$ cat src/design/max_bottleneck_path_macros.svh
// ---------------------------------------------------------------------------
// Assertion macros for the bottleneck path block
// ---------------------------------------------------------------------------
`ifndef MAX_BOTTLENECK_PATH_MACROS_SVH
`define MAX_BOTTLENECK_PATH_MACROS_SVH

// assert that a implies b on the next cycle
`define MBP_ASSERT_NEXT(label, clk, rst_n, a, b) \
    label: assert property (@(posedge clk) disable iff (!rst_n) (a) |=> (b)) \
        else $error("assertion failed");

// assert that a implies b in the same cycle
`define MBP_ASSERT_SAME(label, clk, rst_n, a, b) \
    label: assert property (@(posedge clk) disable iff (!rst_n) (a) |-> (b)) \
        else $error("assertion failed");

`endif

$ cat src/design/mbp_ram.sv
// ---------------------------------------------------------------------------
// mbp_ram
// Single port RAM with registered read.
// ---------------------------------------------------------------------------
module mbp_ram #(
    parameter int unsigned WIDTH = 8,
    parameter int unsigned DEPTH = 16
) (
    input  logic                     clk,
    input  logic                     we,
    input  logic [$clog2(DEPTH)-1:0] addr,
    input  logic [WIDTH-1:0]         wdata,
    output logic [WIDTH-1:0]         rdata
);
    logic [WIDTH-1:0] mem [DEPTH];

    always_ff @(posedge clk)
    begin
        if (we)
        begin
            mem[addr] <= wdata;
        end
        rdata <= mem[addr];
    end
endmodule

$ cat config.mk
export PLATFORM = sky130hd
export DESIGN_NAME = mbp_ram
export DESIGN_NICKNAME = d
export VERILOG_FILES = /design/src/design/max_bottleneck_path_macros.svh /design/src/design/mbp_ram.sv
export SDC_FILE = /design/constraint.sdc
export NUM_CORES = 1
export LEC_CHECK = 0
export BUFFER_PORTS_ARGS = -buffer_cell sky130_fd_sc_hd__buf_2
export CAP_MARGIN = 5
export CORE_ASPECT_RATIO = 0.5
export CORE_MARGIN = 5
export CORE_UTILIZATION = 60
export CTS_BUF_LIST = sky130_fd_sc_hd__clkbuf_4 sky130_fd_sc_hd__clkbuf_8 sky130_fd_sc_hd__clkbuf_16
export DETAILED_ROUTE_END_ITERATION = 8
export GPL_TIMING_DRIVEN = 0
export HOLD_SLACK_MARGIN = 0.06
export PLACE_DENSITY = 0.88
export SLEW_MARGIN = 20
export SYNTH_ARGS = -nofsm -noshare
export SYNTH_HDL_FRONTEND = slang
export SYNTH_SLANG_ARGS = --single-unit
$ cat constraint.sdc
create_clock -name clk -period 2.3 [get_ports clk]
set_clock_uncertainty 0.2 [all_clocks]
set_input_delay 0.46 -clock clk [delete_from_list [all_inputs] [get_ports clk]]
set_output_delay 0.46 -clock clk [all_outputs]
set_load 0.03 [all_outputs]
==> metrics, run 1 <==
status=finished with violations; failing checks=setup timing; Hold EP=mem[5][2]$_DFFE_PP_; Port Buf Inserts=19; Pwr Total=5.72 mW; Synthesis Warnings=0; number of setup violations in the final report=16; nets=282; FMAX=427 MHz; clock sinks=136; critical path data required time=2140 ps; clock insertion delay at the later pin of the skew report=410 ps; cell count after synthesis=230; CTS max path bufs=2; Final Max Slew Viols=0; core area=8120 um^2; Synth Net Count=244; power share of the clock group=0.460; Seq cells post-synth=136; Root Buffer=clkbuf_16; largest net degree at the start of global routing=17; Setup TNS Final=-533 ps; DR iter-0 viols=375; RSZ-0062 raised after global routing=yes; DR pass1 iterations=5; chip width=140 um; worst r2r src=mem[7][6]$_DFFE_PP_; Place WS=-434 ps; initial antenna violation count=0; critical path's slowest cell=nor2_1; max_slew headroom=0.437; Power Internal=4.48 mW; P&R area growth vs syn=16.6%; hold depth=1; maximum capacitance violations=0; Num CTS Buffers=17; Ant. Diodes=0; CP startpoint kind=input pin; Leak=1.93 nW; minimum clock period=2340 ps; Die Y=75.0 um; Power Density=969 nW/um^2; register area share after synthesis=0.790; Die Area=10500 um^2; placer congestion estimate=0.804; Post-Syn Area=5070 um^2; worst reg2reg endpoint=rdata[6]$_DFF_P_; Tot GR Track Use=0.221; Comb pwr share=0.052; Clock Pin Slew Worst Setup and Hold Paths=60 ps; worst-path cell chain=buf_2 -> buf_1 -> nand2_1 -> nor2_1; P_sw=1.25 mW; Via-to-Cell Ratio=6.51; Yosys cell types=18; Worst EP arrival=2180 ps; Post-Synth Adder-Cell Area=0; largest family of logic cells by synthesized area=multiplexers; Hold Startpoint=wdata[2]; HP Class=input pin to flip-flop; crit path max fanout=10; Remaining Overflow, GRT=0; final worst slack=-40.2 ps; Synth Area in Compound Gates=0.0237; Initial Util=0.624; number of global-route vias before repair=2578; WP buf/inv=2; R2R setup slack=710 ps; placed wire-length estimate=6.12 mm; share of layout cells above drive strength 1=0.342; Flop pwr share=0.487; post-route ant nets=0; Wirelength per Cell=26.9 um; first-pass GRT wire length=16.1 mm; Via Count=2559; Synth Area in XOR/XNOR=0; Slew @ Worst Pin=839 ps; Detailed Route WL=10.6 mm; mux contribution to synthesized area=0.142; cell row count=23; Sw Ratio=0.218; Worst IR Drop VDD=0.465 mV; DRC=0; Worst Path Class, Setup=input pin to flip-flop; Final Hold Fails=0; syn_area_per_cell=22.0 um^2; # IOs=22; CP endpoint kind=flip-flop; Worst R2R Path Depth=3; Final period util=1.02; H-tree depth=4; crit-path max cell delay=710 ps; Fillers=413; CTS tree=built; post-synthesis simple-gate area fraction=0.0321; delay-heaviest family, CP=simple AND/OR/NAND/NOR gates
cells in the mapped netlist:
| cell | number | share of area |
|---|---|---|
| dfxtp_1 | 8 | 0.032 |
| clkbuf_1 | 2 | 0.0015 |
| nor2_1 | 13 | 0.0096 |
| and2_1 | 1 | 0.0012 |
| nor3_1 | 4 | 0.0040 |
| a22oi_1 | 16 | 0.024 |
| nand2b_1 | 2 | 0.0025 |
| nand3b_1 | 2 | 0.0030 |
| nand2_1 | 9 | 0.0067 |
| mux4_2 | 32 | 0.14 |
| nor2b_1 | 2 | 0.0025 |
| buf_1 | 4 | 0.0030 |
| or3b_2 | 1 | 0.0017 |
| edfxtp_1 | 128 | 0.76 |
| buf_2 | 2 | 0.0020 |
| buf_6 | 2 | 0.0044 |
| nand3_1 | 1 | 0.00099 |
| clkbuf_2 | 1 | 0.00099 |
stage by stage:
step                      area, um^2  instances  hold slack [ps]   util
final                           5910        393              258  0.728
after CTS                       5890        393              241  0.726
after global placement          5300        361              463  0.653
after global routing            5910        393              254  0.728
after detailed placement        5310        361              478  0.654
after floorplan                 5070        230              359      -
worst register-to-register path: stages, from the launching register on:
cell and delay (ps):
edfxtp_1 370, mux4_2 540, a22oi_1 250, nand2_1 100
kinds of logic after synthesis:
kind of cell | Yosys count
flops | 136
mux | 32
buf+inv | 11
simple gates | 35
compound gates | 16
cell type report:
| type | instances | area (um^2) | area share |
|---|---|---|---|
| sequential | 136 | 4000 | 0.678 |
| multi-input combinational | 83 | 1030 | 0.175 |
| clock buffer | 17 | 425 | 0.0720 |
| clock inverter | 15 | 151 | 0.0256 |
| tap | 112 | 140 | 0.0237 |
| timing repair buffer | 19 | 95.1 | 0.0161 |
| buffer | 11 | 60.1 | 0.0102 |
placed cells by master, fill, tap and decap left out:
cell type     n
clkbuf_16    17
clkbuf_2      1
buf_1         4
clkinvlp_4    2
nand2b_1      2
or3b_2        1
and2_1        1
mux4_2       32
clkinv_4      2
a22oi_1      16
nor2_2        4
clkinv_1      1
nor2b_1       2
nand2_1       9
nor3_2        4
clkbuf_1      2
bufinv_16     2
inv_6         4
dfxtp_1       8
nor2_1        9
clkinv_2      4
buf_6         2
edfxtp_1    128
nand3_1       1
nand3b_1      2
buf_2        21
registers in the layout, indices dropped and copies added (netlist names):
register,flops
mem,128
rdata,8
layer usage:
layer / wire (um) / vias to the layer above / GRT usage
li1: - / 1040 / -
met3: 999 / 19 / 0.0685
met2: 4990 / 173 / 0.348
met1: 4370 / 1327 / 0.307
met4: 193 / 0 / 0.0677
met5: 0 / - / 0
power groups by stage:
stage | Combinational [mW] | Sequential (mW) | Clock [mW]
floorplan | 0.143 | 2.87 | 0
global placement | 0.274 | 2.83 | 0
detailed placement | 0.286 | 2.84 | 0
CTS | 0.295 | 2.79 | 2.65
global route | 0.317 | 2.79 | 2.78
finish | 0.300 | 2.79 | 2.63
worst max path at each step:
stage,end,slack (ps),cells after the start,from
after floorplan,mem[0][0]$_DFFE_PP_,150,2,addr[2]
after global placement,mem[0][0]$_DFFE_PP_,-330,3,addr[2]
after detailed placement,mem[8][4]$_DFFE_PP_,-430,3,addr[1]
after CTS,mem[4][0]$_DFFE_PP_,50,3,addr[1]
after global routing,mem[3][5]$_DFFE_PP_,-110,4,addr[1]
final,mem[3][5]$_DFFE_PP_,-40,4,addr[1]
repair_timing:
action | 4_1_cts | 5_1_grt
gates resized for setup | 1 | 4
hold buffers | 0 | 0
buffers inserted | 0 | 0
setup endpoints to repair | 8 | 64
Note: power is estimated with default switching activity, not from simulation.
==> run 2: changes to the inputs <==
Settings changed: PLACE_DENSITY 0.88 to 0.78.
==> run 2 against run 1 <==
Effect of this change:
- the run still ends with setup timing left
- hold slack better by 5.4 ps
- combinational power decreased by 3%
- final cell count unchanged
- largest power group unchanged
- sequential power about the same
- maximum frequency grew 1.7%
- global-route usage decreased by 1.1 points
==> metrics, run 2 (same netlist as run 1, synthesis figures left out) <==
status=finished with violations; failing checks=setup timing; Die Area=10500 um^2 (unchanged); Multi-input gate area=1030 um^2 (-0.48%); register area=4000 um^2 (unchanged); DR iter-0 viols=271 (-28%); Worst IR Drop VDD=0.537 mV (+15%); Initial Util=0.624 (unchanged); crit path max fanout=10 (unchanged); Remaining Overflow, GRT=0 (unchanged); clock sinks=136 (unchanged); Place WS=-349 ps (+84.9 ps); # IOs=22 (unchanged); worst-path cell chain=buf_2 -> buf_1 -> nand2b_1 -> nor2_1; Worst R2R Path Depth=3 (unchanged); Leak=1.92 nW (-0.19%); minimum clock period=2300 ps (-39.8 ps); GR Util met1=0.280 (-0.0264); core area=8120 um^2 (unchanged); Num CTS Buffers=17 (unchanged); critical path depth=4 (unchanged); H-tree depth=4 (unchanged); share of layout cells above drive strength 1=0.338 (-0.00356); Final Hold Fails=0 (unchanged); initial antenna violation count=0 (unchanged); max_slew headroom=0.449 (+0.0116); Via-to-Cell Ratio=6.22 (-4.4%); final worst slack=-0.435 ps (+39.8 ps); top flop regs=mem x128, rdata x8; critical path data required time=2130 ps (about the same); cell row count=23 (unchanged); placer congestion estimate=0.901 (+12%); grt peak-use layer=met2; Ant. Diodes=0 (unchanged); placed wire-length estimate=6.07 mm (-0.87%); power share of the clock group=0.439 (-0.021); Via Count=2446 (-4.4%); Worst EP arrival=2130 ps (-50 ps); clock insertion delay at the later pin of the skew report=410 ps (about the same); FMAX=435 MHz (+1.7%); Worst Path Class, Setup=input pin to flip-flop; Power Internal=4.38 mW (-2.1%); number of global-route vias before repair=2523 (-2.1%); Sw Ratio=0.202 (-0.0164); Wirelength per Cell=24.8 um (-7.8%); hold depth=1 (unchanged); Flop pwr share=0.508 (+0.021); GRT met2 Usage=0.324 (-0.0239); nets=282 (unchanged); most common cell after layout, fill and taps aside=edfxtp_1; Fillers=467 (+13%); DRC=0 (unchanged); Setup TNS Final=-0.981 ps (+532 ps); chip width=140 um (unchanged); DR pass1 iterations=5 (unchanged); max FFs per register=128 (unchanged); CTS tree=built; first-pass GRT wire length=15.0 mm (-6.7%); met3 Resource Use GR=0.0711 (+0.00254); number of setup violations in the final report=3 (-13); CP endpoint kind=flip-flop; largest net degree at the start of global routing=17 (unchanged); Detailed Route WL=9.73 mm (-7.8%); Final Max Slew Viols=0 (unchanged); Clock Pin Slew Worst Setup and Hold Paths=60 ps (about the same); Biggest register=mem; Port Buf Inserts=19 (unchanged); Slew @ Worst Pin=824 ps (-15.8 ps); hold slack=264 ps (+5.39 ps); WP buf/inv=2 (unchanged); Root Buffer=clkbuf_16; P&R area growth vs syn=15.6%; CTS max path bufs=2 (unchanged); P_sw=1.11 mW (-11%); critical path's slowest cell=nor2_1; Comb pwr share=0.053 (about the same); post-route ant nets=0 (unchanged); RSZ-0062 raised after global routing=yes; Tot GR Track Use=0.209 (-0.0111); delay-heaviest family, CP=simple AND/OR/NAND/NOR gates; most frequent cells in the layout=edfxtp_1, mux4_2, buf_2; crit-path max cell delay=660 ps (-50 ps); CP startpoint kind=input pin; Power Density=936 nW/um^2 (-3.3%); Die Y=75.0 um (unchanged); HP Class=input pin to flip-flop; hold_buf cts=0 (unchanged); maximum capacitance violations=0 (unchanged); Final period util=1.00 (-0.0173)
-- run 2: cell type report --
type / count / share of cell area
sequential: 136 / 0.683
multi-input combinational: 83 / 0.176
clock buffer: 27 / 0.0865
tap: 112 / 0.0239
timing repair buffer: 19 / 0.0162
buffer: 11 / 0.0102
clock inverter: 5 / 0.00427
-- run 2: metal layers --
metal / vias to the layer above / part of all wire / wire length (um)
met5: - / 0 / 0
met4: 0 / 0.022 / 210
met3: 22 / 0.074 / 724
met2: 131 / 0.47 / 4610
met1: 1254 / 0.43 / 4180
li1: 1039 / - / -
-- run 2: repair_timing --
action | 4_1_cts | 5_1_grt
setup buffers | 0 | 0
resized for setup | 0 | 2
endpoints found under the setup margin | 0 | 64
-- run 2: worst paths after layout --
check | slack (ps) | startpoint | endpoint
worst max-delay path | -0.4 | addr[1] | mem[2][1]$_DFFE_PP_
worst min-delay path | 260 | wdata[6] | mem[12][6]$_DFFE_PP_
worst max register to register | 620 | mem[10][2]$_DFFE_PP_ | rdata[2]$_DFF_P_
worst min register to register | 480 | mem[7][7]$_DFFE_PP_ | rdata[7]$_DFF_P_
-- run 2: stage by stage --
stage	cell area (um^2)	total power, mW	utilization	instances
detailed placement	5320	3.12	0.655	361
floorplan	5070	3.01	-	230
global route	5860	5.66	0.722	393
CTS	5850	5.49	0.721	393
global placement	5300	3.11	0.653	361
finish	5860	5.49	0.722	393
-- run 2: power by group through the flow --
stage               registers (mW)  logic, mW  clock network (mW)
finish                        2.79      0.291                2.41
global route                  2.79      0.309                2.56
CTS                           2.79      0.288                2.42
detailed placement            2.84      0.286                   0
global placement              2.83      0.278                   0
floorplan                     2.87      0.143                   0
==> run 3: changes to the inputs <==
Settings changed: SETUP_SLACK_MARGIN set to 0.1, SLEW_MARGIN 20 to not set.
==> run 3 against run 2 <==
Effect of this change:
- the flow now finishes without violations
- maximum frequency grew 2.2%
- final cell count grew 0.25%
- setup slack gained 49 ps
- global-route usage grew 1.2 points
- critical path depth is the same
- via count grew 3.1%
- first-iteration DRC count grew 19%
- total power grew 4.0%
- cell area grew 0.62%
- core utilization grew 0.45 points
- clock power grew 8.7%
- sequential share of layout area shrank 0.42 points
- highest routed layer unchanged
==> metrics, run 3 (same netlist as run 1, synthesis figures left out) <==
status=complete, no violations; placer congestion estimate=0.901 (unchanged); Setup TNS Final=0 ps (+0.981 ps); Worst IR Drop VDD=0.548 mV (+2.1%); most frequent cells in the layout=edfxtp_1, mux4_2, buf_2; Place WS=-350 ps (-1.00 ps); Power Density=968 nW/um^2 (+3.4%); post-route design area=5900 um^2 (+0.62%); Fillers=461 (-1.3%); HP Class=input pin to flip-flop; initial antenna violation count=0 (unchanged); max FFs per register=128 (unchanged); Final Max Slew Viols=0 (unchanged); chip width=140 um (unchanged); Slew @ Worst Pin=1290 ps (+465 ps); H-tree depth=4 (unchanged); top flop regs=mem x128, rdata x8; Power Internal=4.57 mW (+4.4%); post-route ant nets=0 (unchanged); number of setup violations in the final report=0 (-3); Worst Path Class, Setup=input pin to flip-flop; CP endpoint kind=flip-flop; RSZ-0062 raised after global routing=yes; Die Y=75.0 um (unchanged); number of global-route vias before repair=2611 (+3.5%); clock insertion delay at the later pin of the skew report=410 ps (about the same); placed wire-length estimate=6.03 mm (-0.59%); P_sw=1.13 mW (+2.3%); P&R area growth vs syn=16.3%; cell row count=23 (unchanged); # IOs=22 (unchanged); nets=283 (+0.35%); crit path max fanout=10 (unchanged); Via Count=2523 (+3.1%); CTS max path bufs=2 (unchanged); Clock Pin Slew Worst Setup and Hold Paths=50 ps (about the same); clock sinks=136 (unchanged); Remaining Overflow, GRT=0 (unchanged); Via-to-Cell Ratio=6.40 (+2.9%); max_slew headroom=0.135 (-0.314); Worst EP arrival=2080 ps (-50 ps); Detailed Route WL=10.4 mm (+6.4%); Leak=1.93 nW (+0.31%); Final Hold Fails=0 (unchanged); Sw Ratio=0.198 (-0.00328); most common cell after layout, fill and taps aside=edfxtp_1; Comb pwr share=0.052 (about the same); Ant. Diodes=0 (unchanged); first-pass GRT wire length=15.8 mm (+5.6%); Root Buffer=clkbuf_16; Tot GR Track Use=0.222 (+0.0120); largest net degree at the start of global routing=17 (unchanged); power share of the clock group=0.459 (+0.020); Biggest register=mem; Num CTS Buffers=17 (unchanged); critical path data required time=2130 ps (about the same); final worst slack=48.4 ps (+48.8 ps); DR pass1 iterations=5 (unchanged); CTS tree=built; minimum clock period=2250 ps (-48.8 ps); Pwr Total=5.71 mW (+4.0%); CP startpoint kind=input pin; Initial Util=0.624 (unchanged); DR iter-0 viols=323 (+19%); core area=8120 um^2 (unchanged); Final period util=0.979 (-0.0212); Wirelength per Cell=26.3 um (+6.1%); FMAX=444 MHz (+2.2%); maximum capacitance violations=0 (unchanged); Port Buf Inserts=19 (unchanged); share of layout cells above drive strength 1=0.309 (-0.0296); Flop pwr share=0.489 (-0.019); DRC=0 (unchanged); Die Area=10500 um^2 (unchanged); area post-placement=5300 um^2 (-0.28%)
run 3: final timing paths:
path,to,cells after the start,from,slack (ps)
setup / recovery,mem[2][1]$_DFFE_PP_,4,addr[1],50
hold / removal,mem[8][6]$_DFFE_PP_,1,wdata[6],260
setup reg to reg,rdata[2]$_DFF_P_,3,mem[9][2]$_DFFE_PP_,560
hold reg to reg,rdata[7]$_DFF_P_,3,mem[6][7]$_DFFE_PP_,500
run 3: layout make-up:
class	count	area (um^2)	share of cell area
Timing Repair Buffer	20	103	0.0174
Clock inverter	13	135	0.0229
Clock buffer	19	440	0.0747
Buffer	11	60.1	0.0102
Tap cell	112	140	0.0238
Sequential cell	136	4000	0.679
Multi-Input combinational cell	83	1010	0.172
run 3: per-stage QoR:
step	utilization	hold slack, ps	cells
floorplan	-	359	230
global placement	0.653	467	361
detailed placement	0.653	464	361
CTS	0.725	230	393
global route	0.726	245	394
finish	0.726	257	394
run 3: power by group through the flow:
stage / logic, mW / clock network, mW / registers, mW
after floorplan: 0.143 / 0 / 2.87
after global placement: 0.278 / 0 / 2.83
after detailed placement: 0.285 / 0 / 2.84
after CTS: 0.290 / 2.66 / 2.79
after global routing: 0.311 / 2.79 / 2.79
final: 0.295 / 2.62 / 2.79
run 3: repair_timing:
item / in CTS / in global routing
buffers inserted: 0 / 0
hold buffers: 0 / 0
setup endpoints to repair: 13 / 88
gates resized for setup: 1 / 2
gates cloned: 0 / 0
run 3: worst max-delay path, cell delays in order:
cell and delay (ps):
buf_2 240, buf_1 450, nand2b_1 250, nor2_1 680
run 3: layer usage:
layer	wire, um	global-route usage	up-vias
li1	-	-	1040
met3	991	0.0787	38
met5	0	0	-
met2	5060	0.351	146
met1	3900	0.282	1299
met4	397	0.113	0
